## config.mk

```make
export PLATFORM = sky130hd
export DESIGN_NAME = fifo_thread_scheduler_flat
export DESIGN_NICKNAME = d
export VERILOG_FILES = /design/src/fts_pkg.sv /design/src/fts_if.sv /design/src/fifo_thread_scheduler.sv /design/src/flat_wrapper.sv
export SDC_FILE = /design/constraint.sdc
export NUM_CORES = 1
export LEC_CHECK = 0
export BUFFER_PORTS_ARGS = -buffer_cell sky130_fd_sc_hd__buf_2
export CORE_MARGIN = 2
export CORE_UTILIZATION = 51
export DETAILED_ROUTE_END_ITERATION = 8
export PLACE_DENSITY = 0.69
export SLEW_MARGIN = 20
export SYNTH_ARGS = -nofsm -noshare
export SYNTH_HDL_FRONTEND = slang
export SYNTH_SLANG_ARGS = --single-unit
```

## constraint.sdc

```tcl
create_clock -name clk -period 3.65 [get_ports clk]
set_clock_uncertainty 0.2 [all_clocks]
set_input_delay 0.73 -clock clk [delete_from_list [all_inputs] [get_ports clk]]
set_output_delay 0.73 -clock clk [all_outputs]
set_load 0.005 [all_outputs]
```

## src/fts_pkg.sv

```systemverilog
// ----------------------------------------------------------------------------
// fts_pkg
// request and status codes and field widths shared by the thread scheduler
// ----------------------------------------------------------------------------
package fts_pkg;

	localparam int REQ_W    = 2;
	localparam int TID_W    = 7;
	localparam int STATUS_W = 3;
	localparam int RES_W    = 6;

	typedef enum logic [REQ_W-1:0] {
		REQ_CREATE = 2'd0,
		REQ_YIELD  = 2'd1,
		REQ_EXIT   = 2'd2,
		REQ_KILL   = 2'd3
	} req_type_t;

	typedef enum logic [STATUS_W-1:0] {
		ST_OK      = 3'd0,
		ST_INVALID = 3'd1,
		ST_NONE    = 3'd2,
		ST_NOFREE  = 3'd3,
		ST_HALTED  = 3'd4
	} status_t;

	// special target ids
	localparam logic signed [TID_W-1:0] TID_ANY  = -7'sd1;
	localparam logic signed [TID_W-1:0] TID_SELF = -7'sd2;

endpackage

```

## src/fts_if.sv

```systemverilog
// ----------------------------------------------------------------------------
// fts_req_if / fts_rsp_if
// valid/ready channels for scheduler requests and their results
// ----------------------------------------------------------------------------
interface fts_req_if;
	import fts_pkg::*;

	logic                     valid;
	logic                     ready;
	req_type_t                req_type;
	logic signed [TID_W-1:0]  target_tid;

	modport source (output valid, req_type, target_tid, input ready);
	modport sink   (input valid, req_type, target_tid, output ready);
endinterface

interface fts_rsp_if;
	import fts_pkg::*;

	logic              valid;
	logic              ready;
	status_t           status;
	logic [RES_W-1:0]  result_tid;
	logic [RES_W-1:0]  running_tid;

	modport source (output valid, status, result_tid, running_tid, input ready);
	modport sink   (input valid, status, result_tid, running_tid, output ready);
endinterface

```

## src/fifo_thread_scheduler.sv

```systemverilog
// ----------------------------------------------------------------------------
// fifo_thread_scheduler
// one item at a time; kill, exit with an empty list and the fast yield cases
// go straight to the result, create scans the allocation map one id per cycle,
// yield to an id walks the link memory one entry per cycle, each killed thread
// met on a switch is freed and the next list head is taken; the result is
// registered and the next item is taken while it waits. reset: thread 0
// running, list empty; link memory not cleared
// ----------------------------------------------------------------------------
module fifo_thread_scheduler #(
	parameter int MAX_THREADS = 64
) (
	input  logic        clk,
	input  logic        arst_n,
	fts_req_if.sink     req,
	fts_rsp_if.source   rsp
);
	import fts_pkg::*;

	localparam int TW = (MAX_THREADS > 1) ? $clog2(MAX_THREADS) : 1;
	localparam int CW = $clog2(MAX_THREADS + 1);

	typedef enum logic [7:0] {
		S_IDLE   = 8'b0000_0001,
		S_SCAN   = 8'b0000_0010,
		S_WALK   = 8'b0000_0100,
		S_UNLINK = 8'b0000_1000,
		S_APPEND = 8'b0001_0000,
		S_SWITCH = 8'b0010_0000,
		S_HEAD   = 8'b0100_0000,
		S_FIN    = 8'b1000_0000
	} state_t;

	state_t                  state_q, nxt_q;
	logic [MAX_THREADS-1:0]  alloc_q, kill_q;
	logic [TW-1:0]           head_q, tail_q, run_q;
	logic [CW-1:0]           cnt_q, n_q;
	req_type_t               req_q;
	logic [TW-1:0]           tgt_q, scan_q, cur_q, prev_q, h_q, res_q;
	logic                    from_mem_q, run_alloc_q;
	status_t                 status_q;
	logic                    out_valid_q;
	status_t                 out_status_q;
	logic [RES_W-1:0]        out_res_q, out_run_q;

	// link memory
	logic [TW-1:0]           link_mem [MAX_THREADS];
	logic [TW-1:0]           link_rd_q;
	logic                    rd_en, wr_en;
	logic [TW-1:0]           rd_addr, wr_addr, wr_data;

	// request decode
	int                      t_int;
	logic                    t_self, t_any, t_low, t_big, t_pos;
	logic [TW-1:0]           t_id;
	logic                    run_alloc, q_empty, head_more;
	logic [TW-1:0]           cur_w, app_id;
	state_t                  after_pop;

	assign t_int     = int'(req.target_tid);
	assign t_self    = (req.target_tid == TID_SELF);
	assign t_any     = (req.target_tid == TID_ANY);
	assign t_low     = (t_int < -2);
	assign t_big     = (t_int >= MAX_THREADS);
	assign t_pos     = !req.target_tid[TID_W-1];
	assign t_id      = t_int[TW-1:0];
	assign run_alloc = alloc_q[run_q];
	assign q_empty   = (cnt_q == '0);
	assign head_more = (cnt_q > CW'(1));
	assign cur_w     = from_mem_q ? link_rd_q : cur_q;
	assign app_id    = (req_q == REQ_CREATE) ? scan_q : run_q;
	assign after_pop = run_alloc ? S_APPEND : S_SWITCH;

	assign req.ready       = (state_q == S_IDLE);
	assign rsp.valid       = out_valid_q;
	assign rsp.status      = out_status_q;
	assign rsp.result_tid  = out_res_q;
	assign rsp.running_tid = out_run_q;

	always_comb begin
		rd_en   = 1'b0;
		rd_addr = head_q;
		wr_en   = 1'b0;
		wr_addr = tail_q;
		wr_data = app_id;
		unique case (state_q)
			S_IDLE, S_SWITCH: begin
				rd_en = 1'b1;
			end
			S_WALK: begin
				rd_en   = 1'b1;
				rd_addr = cur_w;
			end
			S_APPEND: begin
				wr_en = !q_empty;
			end
			S_UNLINK: begin
				wr_en   = (n_q != '0);
				wr_addr = prev_q;
				wr_data = link_rd_q;
			end
			default: begin
			end
		endcase
	end

	always_ff @(posedge clk) begin
		if (wr_en)
			link_mem[wr_addr] <= wr_data;
		if (rd_en)
			link_rd_q <= link_mem[rd_addr];
	end

	always_ff @(posedge clk or negedge arst_n) begin
		if (!arst_n) begin
			state_q      <= S_IDLE;
			nxt_q        <= S_IDLE;
			alloc_q      <= MAX_THREADS'(1);
			kill_q       <= '0;
			head_q       <= '0;
			tail_q       <= '0;
			cnt_q        <= '0;
			run_q        <= '0;
			n_q          <= '0;
			req_q        <= REQ_CREATE;
			tgt_q        <= '0;
			scan_q       <= '0;
			cur_q        <= '0;
			prev_q       <= '0;
			h_q          <= '0;
			res_q        <= '0;
			from_mem_q   <= 1'b0;
			run_alloc_q  <= 1'b0;
			status_q     <= ST_OK;
			out_valid_q  <= 1'b0;
			out_status_q <= ST_OK;
			out_res_q    <= '0;
			out_run_q    <= '0;
		end else begin
			if (rsp.ready && state_q != S_FIN)
				out_valid_q <= 1'b0;
			unique case (state_q)
				S_IDLE: begin
					if (req.valid) begin
						req_q       <= req.req_type;
						tgt_q       <= t_id;
						run_alloc_q <= run_alloc;
						unique case (req.req_type)
							REQ_CREATE: begin
								res_q    <= '0;
								status_q <= ST_OK;
								scan_q   <= '0;
								state_q  <= S_SCAN;
							end
							REQ_YIELD: begin
								if (t_low || t_big) begin
									res_q    <= '0;
									status_q <= ST_INVALID;
									state_q  <= S_FIN;
								end else if (t_any && q_empty) begin
									res_q    <= '0;
									status_q <= ST_NONE;
									state_q  <= S_FIN;
								end else if (t_pos && !alloc_q[t_id]) begin
									res_q    <= '0;
									status_q <= ST_INVALID;
									state_q  <= S_FIN;
								end else if (t_self || (t_pos && t_id == run_q)) begin
									res_q    <= run_q;
									status_q <= ST_OK;
									state_q  <= S_FIN;
								end else if (t_any) begin
									h_q      <= head_q;
									res_q    <= head_q;
									status_q <= ST_OK;
									cnt_q    <= cnt_q - CW'(1);
									nxt_q    <= after_pop;
									state_q  <= head_more ? S_HEAD : after_pop;
								end else begin
									res_q      <= '0;
									status_q   <= ST_OK;
									cur_q      <= head_q;
									from_mem_q <= 1'b0;
									n_q        <= '0;
									state_q    <= S_WALK;
								end
							end
							REQ_EXIT: begin
								if (run_alloc) begin
									alloc_q[run_q] <= 1'b0;
									kill_q[run_q]  <= 1'b0;
								end
								if (q_empty) begin
									res_q    <= '0;
									status_q <= ST_HALTED;
									state_q  <= S_FIN;
								end else begin
									h_q      <= head_q;
									res_q    <= head_q;
									status_q <= ST_OK;
									cnt_q    <= cnt_q - CW'(1);
									nxt_q    <= S_SWITCH;
									state_q  <= head_more ? S_HEAD : S_SWITCH;
								end
							end
							REQ_KILL: begin
								state_q <= S_FIN;
								if (t_self || t_low || t_big || q_empty ||
								    (t_pos && (t_id == run_q || !alloc_q[t_id]))) begin
									res_q    <= '0;
									status_q <= ST_INVALID;
								end else if (t_any) begin
									res_q          <= head_q;
									status_q       <= ST_OK;
									kill_q[head_q] <= 1'b1;
								end else begin
									res_q        <= t_id;
									status_q     <= ST_OK;
									kill_q[t_id] <= 1'b1;
								end
							end
						endcase
					end
				end
				S_SCAN: begin
					if (!alloc_q[scan_q]) begin
						alloc_q[scan_q] <= 1'b1;
						kill_q[scan_q]  <= 1'b0;
						res_q           <= scan_q;
						state_q         <= S_APPEND;
					end else if (scan_q == TW'(MAX_THREADS - 1)) begin
						status_q <= ST_NOFREE;
						state_q  <= S_FIN;
					end else begin
						scan_q <= scan_q + TW'(1);
					end
				end
				S_APPEND: begin
					if (q_empty)
						head_q <= app_id;
					tail_q <= app_id;
					if (cnt_q < CW'(MAX_THREADS))
						cnt_q <= cnt_q + CW'(1);
					state_q <= (req_q == REQ_CREATE) ? S_FIN : S_SWITCH;
				end
				S_WALK: begin
					if (n_q == cnt_q) begin
						status_q <= ST_INVALID;
						state_q  <= S_FIN;
					end else if (cur_w == tgt_q) begin
						cur_q   <= cur_w;
						state_q <= S_UNLINK;
					end else begin
						prev_q     <= cur_w;
						from_mem_q <= 1'b1;
						n_q        <= n_q + CW'(1);
					end
				end
				S_UNLINK: begin
					cnt_q <= cnt_q - CW'(1);
					h_q   <= cur_q;
					res_q <= cur_q;
					if (n_q == '0) begin
						if (head_more)
							head_q <= link_rd_q;
					end else if (cur_q == tail_q) begin
						tail_q <= prev_q;
					end
					state_q <= run_alloc_q ? S_APPEND : S_SWITCH;
				end
				S_SWITCH: begin
					if (!kill_q[h_q]) begin
						run_q    <= h_q;
						status_q <= ST_OK;
						state_q  <= S_FIN;
					end else begin
						alloc_q[h_q] <= 1'b0;
						kill_q[h_q]  <= 1'b0;
						if (q_empty) begin
							run_q    <= h_q;
							status_q <= ST_HALTED;
							state_q  <= S_FIN;
						end else begin
							h_q   <= head_q;
							cnt_q <= cnt_q - CW'(1);
							if (head_more) begin
								nxt_q   <= S_SWITCH;
								state_q <= S_HEAD;
							end
						end
					end
				end
				S_HEAD: begin
					head_q  <= link_rd_q;
					state_q <= nxt_q;
				end
				S_FIN: begin
					if (!out_valid_q || rsp.ready) begin
						out_valid_q  <= 1'b1;
						out_status_q <= status_q;
						out_res_q    <= RES_W'(res_q);
						out_run_q    <= RES_W'(run_q);
						state_q      <= S_IDLE;
					end
				end
				default: begin
					state_q <= S_IDLE;
				end
			endcase
		end
	end

	a_cnt_bound: assert property (@(posedge clk) disable iff (!arst_n)
		cnt_q <= CW'(MAX_THREADS))
		else $error("ready list count above thread count");

	a_walk_bound: assert property (@(posedge clk) disable iff (!arst_n)
		state_q == S_WALK |-> n_q <= cnt_q)
		else $error("list walk past the queue length");

	a_create_alloc: assert property (@(posedge clk) disable iff (!arst_n)
		state_q == S_SCAN && !alloc_q[scan_q] |=> alloc_q[$past(scan_q)])
		else $error("created id not allocated");

	a_switch_run: assert property (@(posedge clk) disable iff (!arst_n)
		state_q == S_SWITCH && !kill_q[h_q] |=> run_q == $past(h_q))
		else $error("switch did not update the running id");

	a_mem_port: assert property (@(posedge clk) disable iff (!arst_n)
		!(rd_en && wr_en))
		else $error("link memory read and write in one cycle");

endmodule

```

## src/flat_wrapper.sv

```systemverilog
// flat-port wrapper written by rule: the top's interface ports become plain ports
module fifo_thread_scheduler_flat import fts_pkg::*;
#(
	parameter int MAX_THREADS = 64
)
  (clk, arst_n, req_valid, req_req_type, req_target_tid, req_ready, rsp_valid, rsp_status, rsp_result_tid, rsp_running_tid, rsp_ready);
  fts_req_if req_i ();
  fts_rsp_if rsp_i ();
  input  logic clk;
  input  logic arst_n;
  input wire logic [$bits(req_i.valid)-1:0] req_valid;
  input wire logic [$bits(req_i.req_type)-1:0] req_req_type;
  input wire logic [$bits(req_i.target_tid)-1:0] req_target_tid;
  output wire logic [$bits(req_i.ready)-1:0] req_ready;
  output wire logic [$bits(rsp_i.valid)-1:0] rsp_valid;
  output wire logic [$bits(rsp_i.status)-1:0] rsp_status;
  output wire logic [$bits(rsp_i.result_tid)-1:0] rsp_result_tid;
  output wire logic [$bits(rsp_i.running_tid)-1:0] rsp_running_tid;
  input wire logic [$bits(rsp_i.ready)-1:0] rsp_ready;
  assign req_i.valid = req_valid;
  assign req_i.req_type = req_req_type;
  assign req_i.target_tid = req_target_tid;
  assign req_ready = req_i.ready;
  assign rsp_valid = rsp_i.valid;
  assign rsp_status = rsp_i.status;
  assign rsp_result_tid = rsp_i.result_tid;
  assign rsp_running_tid = rsp_i.running_tid;
  assign rsp_i.ready = rsp_ready;
  fifo_thread_scheduler #(.MAX_THREADS(MAX_THREADS)) u_core (.clk(clk), .arst_n(arst_n), .req(req_i), .rsp(rsp_i));
endmodule
```

### Yosys cells after proc, flatten, opt, wreduce, memory -nomap -nowiden

Memory sizes are Yosys's and may differ from the RTL's. A register that Yosys moved wholly into a read port is not among the register bits.
Index checks and enable logic that the tools add are counted.

| word-level totals | value |
|---|---|
| bits in registers | 235 |
| latch bits | 0 |
| RAM bits | 384 |
| bits in read-only memories | 0 |
| bits of input ports | 13 |
| output and inout bits | 17 |
| logic and storage cells | 340 |
| memories | 1 |

Memories:

| name | words | width | read ports | clocked after Yosys merged registers in | wr ports | RTL line | source |
|---|---|---|---|---|---|---|---|
| u_core.link_mem | 64 | 6 | 1 | 1 | 1 | fifo_thread_scheduler.sv:47 | `logic [TW-1:0] link_mem [MAX_THREADS];` |

| operators by class | value |
|---|---|
| $add $sub $neg | 4 |
| $mul | 0 |
| divide/modulo/power cells | 0 |
| $lt $le $gt $ge | 14 |
| equality and inequality tests | 62 |
| shift operators | 0 |
| multiplexer cells | 168 |
| bitwise gates (word level) | 13 |
| reduce and logical (&&, ||, !) cells | 55 |

Operator list:

| cell | number |
|---|---|
| $mux 64 | 11 |
| $pmux 64 s3 | 2 |
| $and 64x64->64 | 5 |
| $mux 6 | 45 |
| $mux 8 | 27 |
| $not 64->64 | 3 |
| $or 64x64->64 | 3 |
| $mux 7 | 19 |
| $pmux 64 s2 | 1 |
| $pmux 8 s8 | 1 |
| $pmux 6 s3 | 3 |
| $pmux 6 s2 | 4 |
| $lt 6x7->1 const B | 5 |
| $ne 2x1->1 const B | 17 |
| $pmux 8 s2 | 2 |
| $pmux 8 s4 | 1 |
| $demux 1 s6 | 5 |
| $ge 6x1->1 const B | 5 |
| $reduce_and 10->1 | 3 |
| $pmux 7 s2 | 2 |
| $pmux 7 s4 | 1 |
| $mux 3 | 9 |
| $mux 1 | 26 |
| $bmux 1 s6 | 4 |
| other kinds (50) | 112 |

### Logic depth before layout (Yosys ltp)

| depth | value |
|---|---|
| depth after elaboration | 12 |
| mapped depth | 15 |
| mapped depth without buffers | 9 |

### Worst setup path before layout

No wires, ideal clock.

| timing | value |
|---|---|
| path kind | flip-flop to flip-flop |
| from | reg u_core.state_q[3] |
| to | reg u_core.link_rd_q[0], read port of u_core.link_mem, data pin |
| library setup time | 0.271 ns |
| arrival | 3.029 ns |
| required time | 3.179 ns |
| slack | 0.150 ns |
| stages on the path, launching flop included | 9 |
| path buffers | 2 |
| clock period less this slack | 3.500 ns |
| cell sequence | dfrtp_1 nor4_4 nand4b_2 o21ai_2 buf_2 buf_2 mux4_2 a2111oi_0 nand4_1 |

| on the way | value |
|---|---|
| cells in the longest elaborated chain, start to end | 3 |
| elaborated cells between the ends (all ways) | 6 |
| those cells by class | eq/ne: 3; mux: 2; reduce/logical: 1 |

RTL lines:

| what | RTL line | source |
|---|---|---|
| from (decl) | fifo_thread_scheduler.sv:34 | `state_t state_q, nxt_q;` |
| from (signal assigned) | fifo_thread_scheduler.sv:178 | `state_q <= head_more ? S_HEAD : after_pop;` |
| from (signal assigned) | fifo_thread_scheduler.sv:203 | `state_q <= head_more ? S_HEAD : S_SWITCH;` |
| from (signal assigned) | fifo_thread_scheduler.sv:244 | `state_q <= (req_q == REQ_CREATE) ? S_FIN : S_SWITCH;` |
| $eq 8x1->1, or another cell as far along | fifo_thread_scheduler.sv:86 | `unique case (state_q)` |
| $reduce_or 3->1 (no line) | -- |  |
| $mux 1 | fifo_thread_scheduler.sv:86 |  |
| to (decl) | fifo_thread_scheduler.sv:48 | `logic [TW-1:0] link_rd_q;` |

Parallel ways exist; a longest one is shown, timed or not.
A chain may end at the register's enable or synchronous reset.

### Final worst setup path

| timing | value |
|---|---|
| from | reg u_core.state_q[7] |
| to | reg u_core.link_rd_q[0], read port of u_core.link_mem, data pin |

Same word-level chain as after synthesis.

==> results.cfg <==
[status]
outcome = complete, but fails checks
violations = negative setup slack

[power]
p_comb_share_pct = 37.8
internal_power_mw = 16.3
pwr-share-clk_pct = 28.1
sw_frac_of_total_pct = 36.8
ir_drop_mv = 0.690
p_leak_nw = 14.1
netSwitchingPower_mw = 9.53
power.density_mw_per_mm2 = 658
pwr-share-seq_pct = 34.1

[setup_path]
setup.worst_path.start_class = flip-flop
cp_top_family = simple AND/OR/NAND/NOR gates
cp-startpoint = u_core.state_q[7]
crit_path_top_delay_cell = mux4_2
critical_path_class = reg2reg
rr_endpoint = u_core.link_rd_q[0]
crit_end = u_core.link_rd_q[0]
slowest_delay_ns = 0.52
timing.critical_path.mode_cell = buf_12
r2r_cells = 13
cp_max_fo = 8
rr_startpoint = u_core.state_q[7]
worst_setup_path_end_kind = flip-flop
critical_path_arrival_ns = 3.84
crit_buf_inv = 5
worstPathCellList = nor4_4, nand4b_4, buf_12, buf_6, o21ai_4, buf_12, buf_8, mux4_2, a22oi_2, nand3_2, a2111oi_4, buf_4, nand4_1
r2r_setup_slack_ns = -0.006
cp.depth = 13
crit_required_ns = 3.84

[timing]
setup_slack_ns = -0.00620
worst_slew_pin_slew_ns = 1.14
relSlewSlack_pct = 23.4
holdWs_ns = 0.286
rsz0062_at_grt = yes
fin_crit_sh_pct = 100
slew_viol_final = 0
finalSetupViolations = 1
min_period_ns = 3.66
hold_violations = 0
timing.fmax_mhz = 274

[drt]
drtAntennaViolNets = 0
drt_pass1_iterations = 6
drc = 0
drtIter0Drc = 3996
vias = 27584
via_per_inst = 6.91
routedWlPerCell_um = 31.3
drt-total-wl_mm = 125

[logic_synthesis]
synth_edf_count = 390
yosysUniqueCellTypes = 87
ys_ff_latch = 620
yosysWarnings = 0
yosysMostFrequentCell = edfxtp_1
synthDominantCellAreaShare_pct = 36.5
ys_top_cells_by_area = edfxtp_1, dfrtp_1, mux4_2
synth_top_cell_by_area = edfxtp_1
synth_area_per_cell_sq_um = 11.7
syn_nets = 2772
synthArstFlopShare_pct = 37.1
yosysSeqAreaShare_pct = 54.4
synth_flop_cell = edfxtp_1
synth_cells = 2748
synth.top_cells.by_count = edfxtp_1, dfrtp_1, nand2_1
netlist_area_sq_mm = 0.0321

[clock_tree]
clk_pin_slew_ns = 0.07
cts_buffers = 69
cts_htree_levels = 3
clock_path_buffers = 3
clockRootBuffer = clkbuf_16
tritoncts = yes
cts_sinks = 620
clk_latency_ns = 0.64

[run]
maxCapViolations = 0

[place]
gp_congestion = 1.03
dp.cells = 3821
port_buffers = 29
hpwl_mm = 85.8

[global_routing]
antenna_found_initial = 1
grt_util_met3_pct = 9.60
gr-max-usage-layer = met2
first_global_vias = 27352
grt_util_met1_pct = 47.0
track_usage_pct = 38.5
grt_max_degree = 66
use_met2_pct = 60.9
grt_pass1_wl_mm = 182
overflow = 0

[final_layout]
multi_input_area_sq_mm = 0.0140
nets = 3124
drive_gt1_share_pct = 28.4
antennaDiodeCount = 0
areaGrowthSynthToFinish_pct = 22.6
stdcell_count = 3991
final.fill_count = 4776
regArea_sq_mm = 0.0175
fin_util_pct = 63.5

[min_path]
worstHoldPathCells = 3
hold_class = in2reg

[floorplan]
pin_count = 30
die_x_um = 255
dieArea_sq_mm = 0.0650
initial_core_util_pct = 51.8
die_height_um = 255
core_sq_mm = 0.0619
fp-row-count = 91
-- worst register-to-register path, stage by stage (launching register included) --
cell,delay (ns)
dfrtp_1,0.41
nor4_4,0.36
nand4b_4,0.19
buf_12,0.17
buf_6,0.11
o21ai_4,0.14
buf_12,0.17
buf_8,0.14
mux4_2,0.52
a22oi_2,0.22
nand3_2,0.14
a2111oi_4,0.39
buf_4,0.18
nand4_1,0.07
-- timing repair --
item                                    in CTS  in global routing
endpoints found under the hold margin       61                  0
cloned                                       2                  2
endpoints found under the setup margin     139                327
hold buffers                                 1                  0
pin swaps                                   14                 17
buffers inserted                            18                 23
resized for setup                           46                 81
-- routing by layer --
layer,part of all wire (%),routed length [um],vias up
met5,0.010,13,-
met4,8.3,10400,2
met3,10,12900,588
met2,46,57500,2022
met1,35,44200,13552
li1,-,-,11420
-- placed cells by master, fill, tap and decap left out, types with 13 or more instances in the layout --
cell type	count
mux2_2	35
nand3b_1	20
o31ai_1	57
nor3b_1	13
and2_1	13
edfxtp_1	390
a211o_1	15
nor2b_1	33
nand2b_1	30
inv_1	32
buf_12	36
o211ai_1	23
a22oi_1	97
clkbuf_16	71
xnor2_1	19
a21oi_2	25
o221ai_1	25
nor2_1	178
nand4_1	16
clkbuf_1	13
nand3_1	71
o21ai_0	102
and3_1	17
buf_2	28
a21oi_1	151
a211oi_1	13
dfrtp_1	223
a22o_1	16
o22ai_1	84
mux4_2	116
nand2_1	200
nor4_1	22
a31oi_1	52
buf_4	417
mux2i_1	78
nor3_1	85
o21ai_1	46
-- how the worst min path moves through the flow --
stage                                      endpoint                      start  slack, ns
after floorplan                  u_core.alloc_q[10]                     arst_n       0.23
after global placement    u_core.rsp.running_tid[1]  u_core.rsp.running_tid[1]       0.26
after detailed placement  u_core.rsp.running_tid[2]  u_core.rsp.running_tid[2]       0.27
after CTS                          u_core.rsp.valid                  rsp_ready       0.26
after global routing                u_core.req_q[1]            req_req_type[1]       0.31
final                               u_core.req_q[1]            req_req_type[1]       0.29
-- kinds of logic after synthesis --
logic type | count (synthesis) | synth area share (%)
and+or+nand+nor | 785 | 12.1
DFF | 620 | 54.4
AOI/OAI and AO/OA | 816 | 16.9
adders and majority gates | 11 | 0.429
xor gates and xnor gates | 30 | 0.819
buffers and inverters | 255 | 3.55
muxes | 231 | 11.9
-- metrics by stage --
step | cell area [sq um] | setup TNS [ns] | total power [mW] | setup WS [ns]
global route | 39400 | -0.577 | 26.6 | -0.102
finish | 39400 | -0.00620 | 25.9 | -0.00620
detailed placement | 36000 | -27.75 | 17.6 | -0.801
floorplan | 32100 | 0 | 13.6 | 0.150
global placement | 35900 | -23.12 | 17.4 | -0.946
CTS | 38800 | -0.144 | 25.2 | -0.0325
-- sequential cells by signal (all words and copies together) (netlist names), 7 cells and up --
signal,cells
u_core.link_mem,384
u_core.alloc_q,64
u_core.kill_q,64
u_core.state_q,8
u_core.cnt_q,7
u_core.n_q,7
-- power by group through the flow --
stage	clock network (mW)	logic (mW)	registers (mW)
2_1_floorplan	0	5.02	8.63
3_3_place_gp	0	8.51	8.89
3_5_place_dp	0	8.65	8.91
4_1_cts	7.31	9.08	8.78
5_1_grt	7.58	10.2	8.85
6_report	7.27	9.79	8.82
-- final cells by class --
type	instances	share of cell area, %
clock inverter	36	1.27
tap	837	2.66
multi-input combinational	1873	35.5
sequential	620	44.4
timing repair buffer	500	11.0
clock buffer	89	4.76
inverter	36	0.385
No activity file was read; power rests on OpenSTA's default activity.
